`config.mk`:
```
export PLATFORM = sky130hd
export DESIGN_NAME = view_vector_rotator_flat
export DESIGN_NICKNAME = d
export VERILOG_FILES = /design/src/vvr_pkg.sv /design/src/vvr_in_if.sv /design/src/vvr_out_if.sv /design/src/view_vector_rotator.sv /design/src/flat_wrapper.sv
export SDC_FILE = /design/constraint.sdc
export NUM_CORES = 2
export LEC_CHECK = 0
export BUFFER_PORTS_ARGS = -buffer_cell sky130_fd_sc_hd__buf_2
export CELL_PAD_IN_SITES_DETAIL_PLACEMENT = 0
export CELL_PAD_IN_SITES_GLOBAL_PLACEMENT = 1
export CORE_UTILIZATION = 52
export CTS_CLUSTER_SIZE = 25
export DETAILED_ROUTE_END_ITERATION = 7
export PLACE_DENSITY_LB_ADDON = 0.12
export SYNTH_ARGS = -nofsm -noshare
export SYNTH_HDL_FRONTEND = slang
export SYNTH_SLANG_ARGS = --single-unit
export TNS_END_PERCENT = 10
```
`constraint.sdc`:
```
create_clock -name clk -period 11.6 [get_ports clk]
set_input_delay 1.74 -clock clk [delete_from_list [all_inputs] [get_ports clk]]
set_output_delay 1.74 -clock clk [all_outputs]
set_load 0.005 [all_outputs]
```
`src/vvr_pkg.sv`:
```
// ----------------------------------------------------------------------------
// vvr_pkg
// Shared widths, register indexes, angle constants and the arctangent table
// of the view vector rotator.
// ----------------------------------------------------------------------------
package vvr_pkg;

    // default parameter values
    localparam int FRAC_BITS_DEF     = 14;
    localparam int CORDIC_STAGES_DEF = 16;

    // field widths
    localparam int COORD_W    = 12;
    localparam int GAIN_W     = 16;
    localparam int VEC_W      = 16;
    localparam int PTR_W      = 14;
    localparam int DIFF_W     = 15;
    localparam int CFG_IDX_W  = 3;
    localparam int CFG_DATA_W = 16;

    // datapath widths
    localparam int GUARD_BITS = 8;
    localparam int LANE_W     = 28;
    localparam int THETA_W    = 28;
    localparam int ANG_W      = 32;
    localparam int PSUM_W     = 32;
    localparam int MUL_A_W    = 28;
    localparam int MUL_B_W    = 32;
    localparam int MUL_P_W    = 60;
    localparam int ATAN_IDX_W = 5;
    localparam int ATAN_W     = 24;
    localparam int SCALE_SHIFT = 38;

    typedef logic signed [VEC_W-1:0]   vec_t;
    typedef logic signed [LANE_W-1:0]  lane_t;
    typedef logic signed [THETA_W-1:0] theta_t;

    // configuration register indexes
    typedef enum logic [CFG_IDX_W-1:0] {
        REG_CENTER_COL     = 3'd0,
        REG_CENTER_ROW     = 3'd1,
        REG_TURN_GAIN      = 3'd2,
        REG_START_FACING_X = 3'd3,
        REG_START_FACING_Y = 3'd4,
        REG_START_PLANE_X  = 3'd5,
        REG_START_PLANE_Y  = 3'd6
    } cfg_reg_t;

    // operation codes
    localparam logic OP_ROTATE = 1'b0;
    localparam logic OP_LOAD   = 1'b1;

    // lane numbers of the rotation datapath
    localparam logic [1:0] LANE_FX = 2'd0;
    localparam logic [1:0] LANE_FY = 2'd1;
    localparam logic [1:0] LANE_PX = 2'd2;
    localparam logic [1:0] LANE_PY = 2'd3;

    // register reset values
    localparam logic [COORD_W-1:0] RST_CENTER_COL     = 12'd960;
    localparam logic [COORD_W-1:0] RST_CENTER_ROW     = 12'd540;
    localparam logic [GAIN_W-1:0]  RST_TURN_GAIN      = 16'd12583;
    localparam vec_t               RST_START_FACING_X = 16'sd16384;
    localparam vec_t               RST_START_FACING_Y = 16'sd0;
    localparam vec_t               RST_START_PLANE_X  = 16'sd0;
    localparam vec_t               RST_START_PLANE_Y  = 16'sd10813;

    // angles in radians: unsigned Q8.24 in ANG_W bits, signed Q3.24 for theta_t
    localparam logic [ANG_W-1:0] ANG_PI     = 32'd52707179;
    localparam logic [ANG_W-1:0] ANG_TWO_PI = 32'd105414357;
    // pi plus eight turns keeps the angle positive before reduction
    localparam logic [ANG_W-1:0] ANG_OFFSET = ANG_PI + (ANG_TWO_PI << 3);
    localparam theta_t THETA_PI      = 28'sd52707179;
    localparam theta_t THETA_HALF_PI = 28'sd26353589;

    // cordic gain compensation in Q0.30, tail depends on the stage count
    localparam longint GAIN_BASE = 652032874;
    localparam longint GAIN_TAIL = 1304065748 / 3;

    localparam logic signed [MUL_P_W-1:0] SCALE_RND =
        MUL_P_W'(64'sd1 <<< (SCALE_SHIFT - 1));

    // round(atan(2^-i) * 2^24)
    function automatic logic [ATAN_W-1:0] atan_q24(input logic [ATAN_IDX_W-1:0] idx);
        logic [ATAN_W-1:0] val;
        unique case (idx)
            5'd0:    val = 24'd13176795;
            5'd1:    val = 24'd7778716;
            5'd2:    val = 24'd4110060;
            5'd3:    val = 24'd2086331;
            5'd4:    val = 24'd1047214;
            5'd5:    val = 24'd524117;
            5'd6:    val = 24'd262123;
            5'd7:    val = 24'd131069;
            5'd8:    val = 24'd65536;
            5'd9:    val = 24'd32768;
            5'd10:   val = 24'd16384;
            5'd11:   val = 24'd8192;
            5'd12:   val = 24'd4096;
            5'd13:   val = 24'd2048;
            5'd14:   val = 24'd1024;
            5'd15:   val = 24'd512;
            5'd16:   val = 24'd256;
            5'd17:   val = 24'd128;
            5'd18:   val = 24'd64;
            5'd19:   val = 24'd32;
            5'd20:   val = 24'd16;
            5'd21:   val = 24'd8;
            5'd22:   val = 24'd4;
            5'd23:   val = 24'd2;
            5'd24:   val = 24'd1;
            default: val = 24'd0;
        endcase
        return val;
    endfunction

    // vector component with guard bits below
    function automatic lane_t to_lane(input vec_t v);
        return {{(LANE_W-VEC_W-GUARD_BITS){v[VEC_W-1]}}, v, {GUARD_BITS{1'b0}}};
    endfunction

    // saturate to the 16-bit signed range
    function automatic vec_t sat_vec(input logic signed [63:0] v);
        vec_t res;
        if (v > 64'sd32767)
            res = 16'sd32767;
        else if (v < -64'sd32768)
            res = -16'sd32768;
        else
            res = v[VEC_W-1:0];
        return res;
    endfunction

endpackage

```
`src/vvr_in_if.sv`:
```
// ----------------------------------------------------------------------------
// vvr_in_if
// Pointer item channel: operation and pointer position with valid/ready.
// ----------------------------------------------------------------------------
interface vvr_in_if;
    import vvr_pkg::*;

    logic                    valid;
    logic                    ready;
    logic                    operation;
    logic signed [PTR_W-1:0] pointer_x;
    logic signed [PTR_W-1:0] pointer_y;

    modport source (output valid, operation, pointer_x, pointer_y, input ready);
    modport sink   (input valid, operation, pointer_x, pointer_y, output ready);

endinterface

```
`src/vvr_out_if.sv`:
```
// ----------------------------------------------------------------------------
// vvr_out_if
// View item channel: updated vectors, pitch and clamp flag with valid/ready.
// ----------------------------------------------------------------------------
interface vvr_out_if;
    import vvr_pkg::*;

    logic valid;
    logic ready;
    vec_t new_facing_x;
    vec_t new_facing_y;
    vec_t new_plane_x;
    vec_t new_plane_y;
    vec_t new_pitch;
    logic pitch_clamped;

    modport source (output valid, new_facing_x, new_facing_y, new_plane_x, new_plane_y,
                    new_pitch, pitch_clamped, input ready);
    modport sink   (input valid, new_facing_x, new_facing_y, new_plane_x, new_plane_y,
                    new_pitch, pitch_clamped, output ready);

endinterface

```
`src/view_vector_rotator.sv`:
```
// ----------------------------------------------------------------------------
// view_vector_rotator
// A rotate item passes the MULX, MULY, REDUCE, ANGLE, QUAD, ROTATE, SCALE and WRITE
// states before its result is registered; a load item goes from IDLE to WRITE.
// WRITE waits while an earlier result is still held. No new item is taken until
// the current one is written out; the single cordic datapath steps one stage per
// cycle and one shared multiplier serves angle, pitch and four gain corrections.
// Reset: registers and view state return to their start values, no item held.
// ----------------------------------------------------------------------------
module view_vector_rotator #(
    parameter int FRAC_BITS     = vvr_pkg::FRAC_BITS_DEF,
    parameter int CORDIC_STAGES = vvr_pkg::CORDIC_STAGES_DEF
) (
    input  logic                           clk,
    input  logic                           rst_n,
    input  logic                           cfg_we,
    input  logic [vvr_pkg::CFG_IDX_W-1:0]  cfg_index,
    input  logic [vvr_pkg::CFG_DATA_W-1:0] cfg_data,
    vvr_in_if.sink                         pointer,
    vvr_out_if.source                      view
);
    import vvr_pkg::*;

    localparam int StageW = (CORDIC_STAGES > 1) ? $clog2(CORDIC_STAGES) : 1;
    localparam int CntW   = (StageW > 3) ? StageW : 3;
    localparam logic [CntW-1:0] ReduceLast = CntW'(3);
    localparam logic [CntW-1:0] ScaleLast  = CntW'(4);
    localparam logic [CntW-1:0] RotateLast = CntW'(CORDIC_STAGES - 1);

    localparam int PitchShift = 24 - FRAC_BITS;
    localparam logic signed [MUL_P_W-1:0] PitchRnd = MUL_P_W'(64'sd1 <<< (PitchShift - 1));
    localparam logic signed [PSUM_W-1:0]  PitchLim    = PSUM_W'(64'sd1 <<< FRAC_BITS);
    localparam logic signed [PSUM_W-1:0]  PitchLimNeg = -PitchLim;

    localparam logic signed [MUL_B_W-1:0] GainQ30 =
        MUL_B_W'(GAIN_BASE + (GAIN_TAIL >> (2 * CORDIC_STAGES)));

    typedef enum logic [8:0] {
        ST_IDLE   = 9'b000000001,
        ST_MULX   = 9'b000000010,
        ST_MULY   = 9'b000000100,
        ST_REDUCE = 9'b000001000,
        ST_ANGLE  = 9'b000010000,
        ST_QUAD   = 9'b000100000,
        ST_ROTATE = 9'b001000000,
        ST_SCALE  = 9'b010000000,
        ST_WRITE  = 9'b100000000
    } state_t;

    // control
    state_t            state_reg, state_next;
    logic [CntW-1:0]   cnt_reg, cnt_next;
    logic              out_valid_reg, out_valid_next;

    // configuration registers
    logic [COORD_W-1:0] center_col_reg, center_col_next;
    logic [COORD_W-1:0] center_row_reg, center_row_next;
    logic [GAIN_W-1:0]  turn_gain_reg, turn_gain_next;
    vec_t               start_fx_reg, start_fx_next;
    vec_t               start_fy_reg, start_fy_next;
    vec_t               start_px_reg, start_px_next;
    vec_t               start_py_reg, start_py_next;

    // view state
    vec_t facing_x_reg, facing_x_next;
    vec_t facing_y_reg, facing_y_next;
    vec_t plane_x_reg, plane_x_next;
    vec_t plane_y_reg, plane_y_next;
    vec_t pitch_reg, pitch_next;

    // working registers
    logic signed [DIFF_W-1:0]  dx_reg, dx_next;
    logic signed [DIFF_W-1:0]  dy_reg, dy_next;
    logic signed [MUL_P_W-1:0] mul_p_reg, mul_p_next;
    logic [ANG_W-1:0]          ang_reg, ang_next;
    theta_t                    theta_reg, theta_next;
    lane_t                     lane_reg [4];
    lane_t                     lane_next [4];
    logic signed [PSUM_W-1:0]  pitch_sum_reg, pitch_sum_next;
    logic                      clamped_reg, clamped_next;

    // output register
    vec_t out_fx_reg, out_fx_next;
    vec_t out_fy_reg, out_fy_next;
    vec_t out_px_reg, out_px_next;
    vec_t out_py_reg, out_py_next;
    vec_t out_pitch_reg, out_pitch_next;
    logic out_clamped_reg, out_clamped_next;

    // datapath helpers
    logic signed [MUL_A_W-1:0] mul_a;
    logic signed [MUL_B_W-1:0] mul_b;
    logic [ANG_W-1:0]          ang_sub;
    logic signed [MUL_P_W-1:0] pitch_rnd;
    logic signed [MUL_P_W-1:0] pitch_delta;
    logic signed [PSUM_W-1:0]  pitch_ext;
    logic signed [PSUM_W-1:0]  pitch_np;
    logic                      pitch_over;
    logic signed [MUL_P_W-1:0] scale_rnd;
    logic signed [MUL_P_W-1:0] scale_q;
    vec_t                      scale_vec;
    lane_t                     fold_lane [4];
    theta_t                    fold_theta;
    lane_t                     rot_xs [2];
    lane_t                     rot_ys [2];
    lane_t                     rot_lane [4];
    theta_t                    rot_atan;
    theta_t                    rot_theta;
    logic                      rot_dir;

    // handshake outputs
    assign pointer.ready      = (state_reg == ST_IDLE);
    assign view.valid         = out_valid_reg;
    assign view.new_facing_x  = out_fx_reg;
    assign view.new_facing_y  = out_fy_reg;
    assign view.new_plane_x   = out_px_reg;
    assign view.new_plane_y   = out_py_reg;
    assign view.new_pitch     = out_pitch_reg;
    assign view.pitch_clamped = out_clamped_reg;

    // pitch step: rounded delta and clamp to plus or minus one
    assign pitch_ext   = {{(PSUM_W-VEC_W){pitch_reg[VEC_W-1]}}, pitch_reg};
    assign pitch_rnd   = mul_p_reg + PitchRnd;
    assign pitch_delta = pitch_rnd >>> PitchShift;

    always_comb
    begin
        pitch_np   = pitch_sum_reg;
        pitch_over = 1'b0;
        if (pitch_sum_reg > PitchLim)
        begin
            pitch_np   = PitchLim;
            pitch_over = 1'b1;
        end
        else if (pitch_sum_reg < PitchLimNeg)
        begin
            pitch_np   = PitchLimNeg;
            pitch_over = 1'b1;
        end
    end

    // gain correction of one lane, rounded and saturated
    assign scale_rnd = mul_p_reg + SCALE_RND;
    assign scale_q   = scale_rnd >>> SCALE_SHIFT;
    assign scale_vec = sat_vec({{(64-MUL_P_W){scale_q[MUL_P_W-1]}}, scale_q});

    // reduction step subtrahend: two pi times 8, 4, 2, 1
    assign ang_sub = ANG_TWO_PI << (2'd3 - cnt_reg[1:0]);

    // quadrant fold: exact quarter turn when beyond plus or minus pi/2
    always_comb
    begin
        fold_lane[LANE_FX] = to_lane(facing_x_reg);
        fold_lane[LANE_FY] = to_lane(facing_y_reg);
        fold_lane[LANE_PX] = to_lane(plane_x_reg);
        fold_lane[LANE_PY] = to_lane(plane_y_reg);
        fold_theta         = theta_reg;
        if (theta_reg > THETA_HALF_PI)
        begin
            fold_lane[LANE_FX] = -to_lane(facing_y_reg);
            fold_lane[LANE_FY] = to_lane(facing_x_reg);
            fold_lane[LANE_PX] = -to_lane(plane_y_reg);
            fold_lane[LANE_PY] = to_lane(plane_x_reg);
            fold_theta         = theta_reg - THETA_HALF_PI;
        end
        else if (theta_reg < -THETA_HALF_PI)
        begin
            fold_lane[LANE_FX] = to_lane(facing_y_reg);
            fold_lane[LANE_FY] = -to_lane(facing_x_reg);
            fold_lane[LANE_PX] = to_lane(plane_y_reg);
            fold_lane[LANE_PY] = -to_lane(plane_x_reg);
            fold_theta         = theta_reg + THETA_HALF_PI;
        end
    end

    // one cordic micro-rotation on both vectors
    assign rot_dir  = ~theta_reg[THETA_W-1];
    assign rot_atan = $signed({{(THETA_W-ATAN_W){1'b0}}, atan_q24(ATAN_IDX_W'(cnt_reg))});
    assign rot_theta = rot_dir ? (theta_reg - rot_atan) : (theta_reg + rot_atan);

    always_comb
    begin
        for (int k = 0; k < 2; k++)
        begin
            rot_xs[k] = lane_reg[2*k] >>> cnt_reg;
            rot_ys[k] = lane_reg[2*k+1] >>> cnt_reg;
            if (rot_dir)
            begin
                rot_lane[2*k]   = lane_reg[2*k] - rot_ys[k];
                rot_lane[2*k+1] = lane_reg[2*k+1] + rot_xs[k];
            end
            else
            begin
                rot_lane[2*k]   = lane_reg[2*k] + rot_ys[k];
                rot_lane[2*k+1] = lane_reg[2*k+1] - rot_xs[k];
            end
        end
    end

    // sequencer and next values
    always_comb
    begin
        state_next       = state_reg;
        cnt_next         = cnt_reg;
        out_valid_next   = out_valid_reg;
        center_col_next  = center_col_reg;
        center_row_next  = center_row_reg;
        turn_gain_next   = turn_gain_reg;
        start_fx_next    = start_fx_reg;
        start_fy_next    = start_fy_reg;
        start_px_next    = start_px_reg;
        start_py_next    = start_py_reg;
        facing_x_next    = facing_x_reg;
        facing_y_next    = facing_y_reg;
        plane_x_next     = plane_x_reg;
        plane_y_next     = plane_y_reg;
        pitch_next       = pitch_reg;
        dx_next          = dx_reg;
        dy_next          = dy_reg;
        ang_next         = ang_reg;
        theta_next       = theta_reg;
        pitch_sum_next   = pitch_sum_reg;
        clamped_next     = clamped_reg;
        out_fx_next      = out_fx_reg;
        out_fy_next      = out_fy_reg;
        out_px_next      = out_px_reg;
        out_py_next      = out_py_reg;
        out_pitch_next   = out_pitch_reg;
        out_clamped_next = out_clamped_reg;
        for (int k = 0; k < 4; k++)
            lane_next[k] = lane_reg[k];
        mul_a = {{(MUL_A_W-DIFF_W){dx_reg[DIFF_W-1]}}, dx_reg};
        mul_b = $signed({{(MUL_B_W-GAIN_W){1'b0}}, turn_gain_reg});

        // configuration writes
        if (cfg_we)
        begin
            unique case (cfg_reg_t'(cfg_index))
                REG_CENTER_COL:     center_col_next = cfg_data[COORD_W-1:0];
                REG_CENTER_ROW:     center_row_next = cfg_data[COORD_W-1:0];
                REG_TURN_GAIN:      turn_gain_next  = cfg_data[GAIN_W-1:0];
                REG_START_FACING_X: start_fx_next   = cfg_data[VEC_W-1:0];
                REG_START_FACING_Y: start_fy_next   = cfg_data[VEC_W-1:0];
                REG_START_PLANE_X:  start_px_next   = cfg_data[VEC_W-1:0];
                REG_START_PLANE_Y:  start_py_next   = cfg_data[VEC_W-1:0];
                default:            ;
            endcase
        end

        // output item taken
        if (out_valid_reg && view.ready)
            out_valid_next = 1'b0;

        unique case (state_reg)
            ST_IDLE:
            begin
                if (pointer.valid)
                begin
                    if (pointer.operation == OP_LOAD)
                    begin
                        facing_x_next = start_fx_reg;
                        facing_y_next = start_fy_reg;
                        plane_x_next  = start_px_reg;
                        plane_y_next  = start_py_reg;
                        pitch_next    = '0;
                        clamped_next  = 1'b0;
                        state_next    = ST_WRITE;
                    end
                    else
                    begin
                        dx_next = $signed({pointer.pointer_x[PTR_W-1], pointer.pointer_x})
                                - $signed({{(DIFF_W-COORD_W){1'b0}}, center_col_reg});
                        dy_next = $signed({pointer.pointer_y[PTR_W-1], pointer.pointer_y})
                                - $signed({{(DIFF_W-COORD_W){1'b0}}, center_row_reg});
                        state_next = ST_MULX;
                    end
                end
            end
            ST_MULX:
            begin
                state_next = ST_MULY;
            end
            ST_MULY:
            begin
                // horizontal product is ready, start the vertical one
                mul_a      = {{(MUL_A_W-DIFF_W){dy_reg[DIFF_W-1]}}, dy_reg};
                ang_next   = mul_p_reg[ANG_W-1:0] + ANG_OFFSET;
                cnt_next   = '0;
                state_next = ST_REDUCE;
            end
            ST_REDUCE:
            begin
                if (cnt_reg == '0)
                    pitch_sum_next = pitch_ext + $signed(pitch_delta[PSUM_W-1:0]);
                if (ang_reg >= ang_sub)
                    ang_next = ang_reg - ang_sub;
                if (cnt_reg == ReduceLast)
                begin
                    cnt_next   = '0;
                    state_next = ST_ANGLE;
                end
                else
                    cnt_next = cnt_reg + CntW'(1);
            end
            ST_ANGLE:
            begin
                // rotation angle is the negated reduced angle: pi - remainder
                theta_next   = THETA_PI - $signed({1'b0, ang_reg[THETA_W-2:0]});
                pitch_next   = sat_vec({{(64-PSUM_W){pitch_np[PSUM_W-1]}}, pitch_np});
                clamped_next = pitch_over;
                state_next   = ST_QUAD;
            end
            ST_QUAD:
            begin
                for (int k = 0; k < 4; k++)
                    lane_next[k] = fold_lane[k];
                theta_next = fold_theta;
                cnt_next   = '0;
                state_next = ST_ROTATE;
            end
            ST_ROTATE:
            begin
                for (int k = 0; k < 4; k++)
                    lane_next[k] = rot_lane[k];
                theta_next = rot_theta;
                if (cnt_reg == RotateLast)
                begin
                    cnt_next   = '0;
                    state_next = ST_SCALE;
                end
                else
                    cnt_next = cnt_reg + CntW'(1);
            end
            ST_SCALE:
            begin
                // issue lane cnt, retire lane cnt - 1
                mul_a = lane_reg[cnt_reg[1:0]];
                mul_b = GainQ30;
                if (cnt_reg != '0)
                begin
                    unique case (2'(cnt_reg - CntW'(1)))
                        LANE_FX: facing_x_next = scale_vec;
                        LANE_FY: facing_y_next = scale_vec;
                        LANE_PX: plane_x_next  = scale_vec;
                        LANE_PY: plane_y_next  = scale_vec;
                        default: ;
                    endcase
                end
                if (cnt_reg == ScaleLast)
                begin
                    cnt_next   = '0;
                    state_next = ST_WRITE;
                end
                else
                    cnt_next = cnt_reg + CntW'(1);
            end
            ST_WRITE:
            begin
                if (!out_valid_reg || view.ready)
                begin
                    out_fx_next      = facing_x_reg;
                    out_fy_next      = facing_y_reg;
                    out_px_next      = plane_x_reg;
                    out_py_next      = plane_y_reg;
                    out_pitch_next   = pitch_reg;
                    out_clamped_next = clamped_reg;
                    out_valid_next   = 1'b1;
                    state_next       = ST_IDLE;
                end
            end
            default:
            begin
                state_next = ST_IDLE;
            end
        endcase

        // shared multiplier
        mul_p_next = mul_a * mul_b;
    end

    // control and state registers
    always_ff @(posedge clk or negedge rst_n)
    begin
        if (!rst_n)
        begin
            state_reg      <= ST_IDLE;
            cnt_reg        <= '0;
            out_valid_reg  <= 1'b0;
            center_col_reg <= RST_CENTER_COL;
            center_row_reg <= RST_CENTER_ROW;
            turn_gain_reg  <= RST_TURN_GAIN;
            start_fx_reg   <= RST_START_FACING_X;
            start_fy_reg   <= RST_START_FACING_Y;
            start_px_reg   <= RST_START_PLANE_X;
            start_py_reg   <= RST_START_PLANE_Y;
            facing_x_reg   <= 16'sd16384;
            facing_y_reg   <= 16'sd0;
            plane_x_reg    <= 16'sd0;
            plane_y_reg    <= 16'sd10813;
            pitch_reg      <= 16'sd0;
        end
        else
        begin
            state_reg      <= state_next;
            cnt_reg        <= cnt_next;
            out_valid_reg  <= out_valid_next;
            center_col_reg <= center_col_next;
            center_row_reg <= center_row_next;
            turn_gain_reg  <= turn_gain_next;
            start_fx_reg   <= start_fx_next;
            start_fy_reg   <= start_fy_next;
            start_px_reg   <= start_px_next;
            start_py_reg   <= start_py_next;
            facing_x_reg   <= facing_x_next;
            facing_y_reg   <= facing_y_next;
            plane_x_reg    <= plane_x_next;
            plane_y_reg    <= plane_y_next;
            pitch_reg      <= pitch_next;
        end
    end

    // working and output payload registers
    always_ff @(posedge clk)
    begin
        dx_reg          <= dx_next;
        dy_reg          <= dy_next;
        mul_p_reg       <= mul_p_next;
        ang_reg         <= ang_next;
        theta_reg       <= theta_next;
        pitch_sum_reg   <= pitch_sum_next;
        clamped_reg     <= clamped_next;
        for (int k = 0; k < 4; k++)
            lane_reg[k] <= lane_next[k];
        out_fx_reg      <= out_fx_next;
        out_fy_reg      <= out_fy_next;
        out_px_reg      <= out_px_next;
        out_py_reg      <= out_py_next;
        out_pitch_reg   <= out_pitch_next;
        out_clamped_reg <= out_clamped_next;
    end

    // a new result only appears from the write state
    a_valid_from_write: assert property (@(posedge clk) disable iff (!rst_n)
        $rose(out_valid_reg) |-> $past(state_reg == ST_WRITE))
        else $error("result appeared outside the write state");

    // reduction leaves the angle below one full turn
    a_angle_reduced: assert property (@(posedge clk) disable iff (!rst_n)
        (state_reg == ST_ANGLE) |-> (ang_reg < ANG_TWO_PI))
        else $error("angle reduction incomplete");

    // cordic starts inside plus or minus pi/2, a turn of exactly pi folds to one above
    a_theta_folded: assert property (@(posedge clk) disable iff (!rst_n)
        (state_reg == ST_ROTATE && cnt_reg == '0)
            |-> (theta_reg <= THETA_PI - THETA_HALF_PI && theta_reg >= -THETA_HALF_PI))
        else $error("quadrant fold left angle out of range");

    // pitch never leaves plus or minus one
    a_pitch_bound: assert property (@(posedge clk) disable iff (!rst_n)
        (pitch_ext <= PitchLim && pitch_ext >= PitchLimNeg))
        else $error("pitch beyond its limit");

endmodule

```
`src/flat_wrapper.sv`:
```
// flat-port wrapper written by rule: the top's interface ports become plain ports
module view_vector_rotator_flat import vvr_pkg::*;
#(
    parameter int FRAC_BITS     = vvr_pkg::FRAC_BITS_DEF,
    parameter int CORDIC_STAGES = vvr_pkg::CORDIC_STAGES_DEF
)
  (clk, rst_n, cfg_we, cfg_index, cfg_data, pointer_valid, pointer_operation, pointer_pointer_x, pointer_pointer_y, pointer_ready, view_valid, view_new_facing_x, view_new_facing_y, view_new_plane_x, view_new_plane_y, view_new_pitch, view_pitch_clamped, view_ready);
  vvr_in_if pointer_i ();
  vvr_out_if view_i ();
  input  logic clk;
  input  logic rst_n;
  input  logic cfg_we;
  input  logic [vvr_pkg::CFG_IDX_W-1:0] cfg_index;
  input  logic [vvr_pkg::CFG_DATA_W-1:0] cfg_data;
  input wire logic [$bits(pointer_i.valid)-1:0] pointer_valid;
  input wire logic [$bits(pointer_i.operation)-1:0] pointer_operation;
  input wire logic [$bits(pointer_i.pointer_x)-1:0] pointer_pointer_x;
  input wire logic [$bits(pointer_i.pointer_y)-1:0] pointer_pointer_y;
  output wire logic [$bits(pointer_i.ready)-1:0] pointer_ready;
  output wire logic [$bits(view_i.valid)-1:0] view_valid;
  output wire logic [$bits(view_i.new_facing_x)-1:0] view_new_facing_x;
  output wire logic [$bits(view_i.new_facing_y)-1:0] view_new_facing_y;
  output wire logic [$bits(view_i.new_plane_x)-1:0] view_new_plane_x;
  output wire logic [$bits(view_i.new_plane_y)-1:0] view_new_plane_y;
  output wire logic [$bits(view_i.new_pitch)-1:0] view_new_pitch;
  output wire logic [$bits(view_i.pitch_clamped)-1:0] view_pitch_clamped;
  input wire logic [$bits(view_i.ready)-1:0] view_ready;
  assign pointer_i.valid = pointer_valid;
  assign pointer_i.operation = pointer_operation;
  assign pointer_i.pointer_x = pointer_pointer_x;
  assign pointer_i.pointer_y = pointer_pointer_y;
  assign pointer_ready = pointer_i.ready;
  assign view_valid = view_i.valid;
  assign view_new_facing_x = view_i.new_facing_x;
  assign view_new_facing_y = view_i.new_facing_y;
  assign view_new_plane_x = view_i.new_plane_x;
  assign view_new_plane_y = view_i.new_plane_y;
  assign view_new_pitch = view_i.new_pitch;
  assign view_pitch_clamped = view_i.pitch_clamped;
  assign view_i.ready = view_ready;
  view_vector_rotator #(.FRAC_BITS(FRAC_BITS), .CORDIC_STAGES(CORDIC_STAGES)) u_core (.clk(clk), .rst_n(rst_n), .cfg_we(cfg_we), .cfg_index(cfg_index), .cfg_data(cfg_data), .pointer(pointer_i), .view(view_i));
endmodule
```
# After elaboration in Yosys (flattened, before gate mapping)

Memory sizes are Yosys's and may differ from the RTL's.
Index checks and enable logic that the tools add are counted.

Register bits after elaboration: 461
RAM bits: 112
Input bits: 53
ROM bits: 384
Bits in latches: 0
Output and inout port bits: 83
Logic and storage cells: 199
Memories kept: 2

Memories:

| name             | words | width | read ports | clocked after memory_dff | wr ports | RTL line                  | RTL |
|---|---|---|---|---|---|---|---|
| (name not given) | 16    | 24    | 1          | 0                        | 0        | vvr_pkg.sv:86             | `unique case (idx)` |
| u_core.lane_reg  | 4     | 28    | 5          | 0                        | 4        | view_vector_rotator.sv:77 | `lane_t lane_reg [4];` |

Equal/unequal tests: 34
$add $sub $neg: 27
Multiplexer cells: 61
Magnitude comparators: 9
Multipliers: 1
Reductions and logical operators: 31
Shift operators: 5
Bitwise logic cells: 1
Divide/modulo/power cells: 0

Operators with widths:

| operator                                                                | number |
|---|---|
| 16-bit two-way mux                                                      | 22 |
| 112-bit two-way mux                                                     | 2 |
| 112-bit case mux with 2 select lines                                    | 1 |
| 16-bit case mux with 2 select lines                                     | 5 |
| 28-bit adder                                                            | 4 |
| 56-bit two-way mux                                                      | 2 |
| 24-bit negator with 28-bit output                                       | 4 |
| 28-bit by 4-bit >>> shifter with 28-bit output                          | 4 |
| 28-bit subtractor                                                       | 4 |
| 32-bit two-way mux                                                      | 3 |
| 28-bit two-way mux                                                      | 3 |
| 28-bit case mux with 3 select lines                                     | 1 |
| 9-bit case mux with 9 select lines                                      | 1 |
| 32-bit by 16-bit > comparator with 1-bit output (second input constant) | 2 |
| 32-bit case mux with 2 select lines                                     | 1 |
| 59-bit by 39-bit adder with 60-bit output (second input constant)       | 1 |
| 28-bit by 31-bit multiplier with 59-bit output                          | 1 |
| 28-bit case mux with 2 select lines                                     | 1 |
| 9-bit two-way mux                                                       | 6 |
| 42-bit by 11-bit adder with 42-bit output (second input constant)       | 1 |
| 16-bit by 32-bit adder with 32-bit output                               | 1 |
| 32-bit by 30-bit adder with 32-bit output (second input constant)       | 1 |
| 32-bit >= comparator                                                    | 1 |
| 32-bit by 15-bit < comparator with 1-bit output (second input constant) | 1 |
| other kinds (55)                                                        | 96 |

# Logic depth before layout (Yosys ltp)

Word-level depth: 7
Depth in mapped cells: 42
Gate-level depth less buffers: 34

# Worst setup path after synthesis

Ideal clock, no wire load.

Path kind: reg2reg
Start point: register u_core.cnt_reg[0]
End point: register, netlist name u_core.mul_p_reg[58]
Required time: 11479 ps
Slack: 1830 ps
Path buffers: 10
Period minus slack after synthesis: 9770 ps
Data arrival time: 9649 ps
Setup time: 121 ps
Stages on the path, launching flop included: 33
Path through: dfrtp_1 buf_6 buf_6 buf_6 buf_6 buf_4 buf_4 buf_4 buf_2 mux2i_1 a211oi_1 o21ai_1 or2_2 clkbuf_1 inv_1 fa_1 fa_1 fa_1 fa_1 fa_1 fa_1 fa_1 ha_1 ha_1 clkbuf_1 and3_1 nand3_1 or3_1 o41ai_1 a31oi_1 o31ai_1 a21oi_1 xnor2_1

Longest elaborated chain between the ends: 3

RTL lines:

| what                                           | RTL line                   | RTL |
|---|---|---|
| start: declaration                             | view_vector_rotator.sv:52  | `logic [CntW-1:0] cnt_reg, cnt_next;` |
| start signal: assignment                       | view_vector_rotator.sv:405 | `cnt_reg <= cnt_next;` |
| memory read 4 x 28 bit                         | n/a                        |  |
| 28-bit case mux with 2 select lines            | view_vector_rotator.sv:254 | `unique case (state_reg)` |
| 28-bit by 31-bit multiplier with 59-bit output | view_vector_rotator.sv:378 | `mul_p_next = mul_a * mul_b;` |
| named net u_core.mul_p_next[58]                | view_vector_rotator.sv:74  | `logic signed [MUL_P_W-1:0] mul_p_reg, mul_p_next;` |

The timed path passes the listed nets, and every way through them passes these cells.
A chain may end at the register's enable or synchronous reset.

# Worst setup path in the final report

Start point: register u_core.state_reg[8]
End point: register u_core.mul_p_reg[54]

Longest elaborated chain between the ends: 3
Elaborated cells on any way between the ends: 5
Those cells by class: 1 x mul; 2 x eq/ne; 2 x mux

RTL lines:

| what                                                                                                                    | RTL line                   | RTL |
|---|---|---|
| start: declaration                                                                                                      | view_vector_rotator.sv:51  | `state_t state_reg, state_next;` |
| start signal: assignment                                                                                                | view_vector_rotator.sv:404 | `state_reg <= state_next;` |
| 9-bit by 8-bit equality test with 1-bit output / 9-bit by 3-bit equality test with 1-bit output (equally long branches) | view_vector_rotator.sv:254 |  |
| 28-bit case mux with 2 select lines / 30-bit two-way mux (equally long branches)                                        | view_vector_rotator.sv:254 |  |
| 28-bit by 31-bit multiplier with 59-bit output *                                                                        | view_vector_rotator.sv:378 |  |
| named net u_core.mul_p_next[54]                                                                                         | view_vector_rotator.sv:74  |  |
| end signal: assignment                                                                                                  | view_vector_rotator.sv:427 | `mul_p_reg <= mul_p_next;` |
| end: declaration                                                                                                        | view_vector_rotator.sv:74  |  |

Mark *: on every way through the listed nets, which the timed path passes. The rest lies on a longest branch.

==> tab_implementation.tex <==
\begin{tabular}{lr}
\hline
Metric & Value \\
\hline
\multicolumn{2}{l}{\textbf{Run status}} \\
\quad Outcome & completed \\
\multicolumn{2}{l}{\textbf{Global routing}} \\
\quad Antenna violations before repair & 26 \\
\quad Residual overflow from global routing & 0 \\
\quad All-layer global routing usage & 0.375 \\
\quad First-pass GRT wire length & 375 mm \\
\quad Maximum number of pins on one net before global-route repair & 84 \\
\quad Number of global-route vias before repair & between 50,000 and 60,000 \\
\multicolumn{2}{l}{\textbf{Drt}} \\
\quad Initial DRC count & a little under 6,000 \\
\quad Wire length per cell & between 20 and 30 um \\
\quad Mean number of vias per cell & 6.21 \\
\quad Number of vias in the routed layout & 58,000 \\
\quad 1st-pass router iterations & 8 \\
\quad ANT nets after route & 0 \\
\quad Post-Route WL & 253 mm \\
\quad DRC violations left & 0 \\
\multicolumn{2}{l}{\textbf{Setup path}} \\
\quad Master of the slowest instance on the critical path & sky130\_fd\_sc\_hd\_\_or3b\_4 \\
\quad Type of element capturing the critical path & flop \\
\quad Worst path most repeated cell & sky130\_fd\_sc\_hd\_\_fa\_1 \\
\quad Worst stage delay on the critical path & 660 ps \\
\quad Data required time of the critical path & 12,180 ps \\
\quad R2R setup slack & 550 ps \\
\quad Bufs and invs on worst path & 1 \\
\quad Depth of the worst register-to-register path & 29 \\
\quad Kind of cell adding the most delay to the critical path & adder cells \\
\quad Critical Path Stages & 29 \\
\quad Startpoint-to-endpoint class of the critical path & flop to flop \\
\quad Terminus of the critical flop-to-flop path & u\_core.mul\_p\_reg[54]\$\_DFF\_P\_ \\
\quad Kind of start point of the critical path & flop \\
\quad Largest fanout on the critical path & 31 \\
\quad Worst flop-to-flop path startpoint & u\_core.state\_reg[8]\$\_DFFE\_PN0P\_ \\
\quad Worst setup path startpoint & u\_core.state\_reg[8]\$\_DFFE\_PN0P\_ \\
\quad Critical path data arrival time & 11,630 ps \\
\multicolumn{2}{l}{\textbf{Logic synthesis}} \\
\quad Cell variety after synth & 107 \\
\quad Average footprint of a synthesized cell & 9.23 um\^{}2 \\
\quad Share of synthesized area occupied by flip-flops and latches & 0.227 \\
\quad Async S/R FF share, synth & 0.346 \\
\quad YS warnings & 0 \\
\quad Flip-flop cell with the highest count after synthesis & sky130\_fd\_sc\_hd\_\_edfxtp\_1 \\
\quad EDFF count, synth & 316 \\
\quad Number of flip-flops and latches in the synthesized netlist & approximately 570 \\
\quad Top cell type by total area after synthesis & sky130\_fd\_sc\_hd\_\_fa\_1 \\
\quad Post-Syn Instances & 7,495 \\
\quad Top post-synthesis cells by area & sky130\_fd\_sc\_hd\_\_fa\_1, sky130\_fd\_sc\_hd\_\_edfxtp\_1, sky130\_fd\_sc\_hd\_\_ha\_1 \\
\quad Yosys top cell area share & 0.172 \\
\quad Post-synth design cell area & 69,100 um\^{}2 \\
\multicolumn{2}{l}{\textbf{Placed design}} \\
\quad Routability-driven placement congestion ratio & 0.988 \\
\quad Detailed placement HPWL & 200 mm \\
\quad Cell area after placement & 71,700 um\^{}2 \\
\quad IO buf count & 135 \\
\quad Worst setup slack after placement & 794 ps \\
\multicolumn{2}{l}{\textbf{Clock network}} \\
\quad Worst-Skew Late Latency & 700 ps \\
\quad Clock root buffer master & sky130\_fd\_sc\_hd\_\_clkbuf\_16 \\
\quad Clock tree from TritonCTS & done \\
\quad Count of cells resized by post-cts repair & 0 \\
\quad Total CTS buffers & 72 \\
\quad \# hold bufs at CTS & 0 \\
\quad H-Tree Level Count & 3 \\
\quad Clock slew seen by the registers of the worst setup and hold paths & 60 ps \\
\quad Clock Sink Count & 573 \\
\quad Clock Tree Buf Depth & 3 \\
\quad Post-CTS setup buffer count & 0 \\
\multicolumn{2}{l}{\textbf{Cells and area}} \\
\quad Seq. cell area & approximately 16,000 um\^{}2 \\
\quad Net total in the final layout & 8,710 \\
\quad Core utilization of the finished layout & 0.564 \\
\quad Area of the multi-input gates & 48,800 um\^{}2 \\
\quad Filler Cells Inserted & 12,000 \\
\quad Fraction of final layout cells with drive strength greater than 1 & 0.102 \\
\quad Final std cell area, no fill & 74,200 um\^{}2 \\
\quad Number of flip-flops in the largest register & 112 \\
\quad Area added between synthesis and finish & 7.31\% \\
\multicolumn{2}{l}{\textbf{Timing}} \\
\quad Final Hold Violating Endpoints & 0 \\
\quad Unrepaired setup endpoints after global routing & no \\
\quad Final setup slack of the worst path & 553 ps \\
\quad Post-layout min period & 11,050 ps \\
\quad Fin crit share & 0.952 \\
\quad Rel. slew slack & 0.132 \\
\quad Total Neg Setup Slack & 0 ps \\
\quad Final slew viol count & 0 \\
\quad Highest clock rate & 90.5 MHz \\
\quad Slew @ Worst Pin & 1290 ps \\
\quad Total setup violations reported at the end of the flow & 0 \\
\quad Clock skew after layout & 52.3 ps \\
\multicolumn{2}{l}{\textbf{Die}} \\
\quad Cell Rows & approximately 130 \\
\quad Ports placed on the boundary & around 140 \\
\quad Die Area & about 130,000 um\^{}2 \\
\quad Starting density of the core & 0.525 \\
\quad Die H & 367 um \\
\quad Core box area & 132,000 um\^{}2 \\
\quad Die span in x & $\sim$370 um \\
\multicolumn{2}{l}{\textbf{Flow run}} \\
\quad Max-cap violations & 0 \\
\multicolumn{2}{l}{\textbf{Worst hold path}} \\
\quad Min-Delay Startpoint & u\_core.clamped\_reg\$\_SDFFCE\_PN0P\_ \\
\quad Cell depth of the worst min-delay path & 0 \\
\quad Worst hold-check path type & flop to flop \\
\quad End point of the most critical hold path & u\_core.view.pitch\_clamped\$\_DFFE\_PP\_ \\
\hline
\end{tabular}
[per-layer routing]
layer | GRT usage | routed length [um] | vias up | part of all wire
met1 | 0.479 | 101000 | 28800 | 0.40
met2 | 0.601 | 117000 | 2503 | 0.46
met3 | 0.0658 | 19000 | 620 | 0.075
li1 | - | - | 26000 | -
met4 | 0.211 | 16700 | 10 | 0.066
met5 | 0 | 61 | - | 0.00024
[how the worst max path moves through the flow]
stage	slack (ps)	to
2_1_floorplan	1830	u_core.mul_p_reg[58]$_DFF_P_
3_3_place_gp	890	u_core.mul_p_reg[58]$_DFF_P_
3_5_place_dp	790	u_core.mul_p_reg[54]$_DFF_P_
4_1_cts	680	u_core.mul_p_reg[54]$_DFF_P_
5_1_grt	60	u_core.mul_p_reg[54]$_DFF_P_
6_report	550	u_core.mul_p_reg[54]$_DFF_P_
[synth_stat cells (21+ instances only)]
master / count
sky130_fd_sc_hd__nand4_1: 49
sky130_fd_sc_hd__o21ai_0: 399
sky130_fd_sc_hd__nor3_1: 116
sky130_fd_sc_hd__edfxtp_1: 316
sky130_fd_sc_hd__mux4_2: 114
sky130_fd_sc_hd__o21bai_1: 28
sky130_fd_sc_hd__nand2_1: 577
sky130_fd_sc_hd__o22ai_1: 52
sky130_fd_sc_hd__a21oi_1: 405
sky130_fd_sc_hd__nor2_1: 718
sky130_fd_sc_hd__and3_1: 55
sky130_fd_sc_hd__a31oi_1: 79
sky130_fd_sc_hd__a21boi_0: 39
sky130_fd_sc_hd__or3_1: 63
sky130_fd_sc_hd__o211ai_1: 35
sky130_fd_sc_hd__o221ai_1: 62
sky130_fd_sc_hd__nor3b_1: 21
sky130_fd_sc_hd__ha_1: 556
sky130_fd_sc_hd__o21ai_1: 22
sky130_fd_sc_hd__or2_2: 43
sky130_fd_sc_hd__a21o_1: 134
sky130_fd_sc_hd__and2_1: 63
sky130_fd_sc_hd__xor2_1: 184
sky130_fd_sc_hd__buf_2: 36
sky130_fd_sc_hd__buf_1: 25
sky130_fd_sc_hd__o21a_1: 115
sky130_fd_sc_hd__inv_1: 874
sky130_fd_sc_hd__clkbuf_1: 235
sky130_fd_sc_hd__fa_1: 595
sky130_fd_sc_hd__a22oi_1: 27
sky130_fd_sc_hd__mux2_2: 130
sky130_fd_sc_hd__o31ai_1: 33
sky130_fd_sc_hd__nor2b_1: 64
sky130_fd_sc_hd__xnor2_1: 280
sky130_fd_sc_hd__a211o_1: 23
sky130_fd_sc_hd__mux2i_1: 125
sky130_fd_sc_hd__a211oi_1: 51
sky130_fd_sc_hd__dfstp_2: 34
sky130_fd_sc_hd__dfxtp_1: 59
sky130_fd_sc_hd__dfrtp_1: 164
sky130_fd_sc_hd__nand3_1: 116
sky130_fd_sc_hd__nand2b_1: 94
[kinds of logic (layout without fill, tap and decap cells)]
group | Yosys count | after routing | share of synthesized area
AND/OR/NAND/NOR | 2062 | 2062 | 0.138
AO/OA/AOI/OAI | 1652 | 1652 | 0.153
buffers and inverters | 1208 | 1275 | 0.0691
adder cells (fa/ha/maj) | 1151 | 1151 | 0.273
flip-flops | 573 | 573 | 0.227
XOR/XNOR | 465 | 465 | 0.0590
multiplexers | 383 | 383 | 0.0815
other | 1 | 16 | 0.0000542
[cell type report]
type                    count  share of cell area
flip-flops and latches    573               0.211
repair buffers            263              0.0227
multi-input cells        5718               0.658
clock inverters            34             0.00555
diodes                     11            0.000371
inverters                 878              0.0445
well taps                1755              0.0296
clock buffers             100              0.0278
[cell usage in the layout, fill, tap and decap left out, drive strengths merged, types with 263 or more instances in the layout]
| cell | count |
|---|---|
| fa | 595 |
| o21ai | 422 |
| nor2 | 719 |
| inv | 882 |
| xnor2 | 281 |
| ha | 556 |
| buf | 263 |
| nand2 | 577 |
| a21oi | 405 |
| edfxtp | 316 |
[per-stage QoR]
step	std cells	hold slack, ps
2_1_floorplan	7499	400
3_3_place_gp	9187	414
3_5_place_dp	9187	450
4_1_cts	9321	466
5_1_grt	9321	471
6_report	9332	456
Power is left out: the tool's default activity adds up to more than one toggle a clock period on the data nets, which glitch-free logic cannot reach.
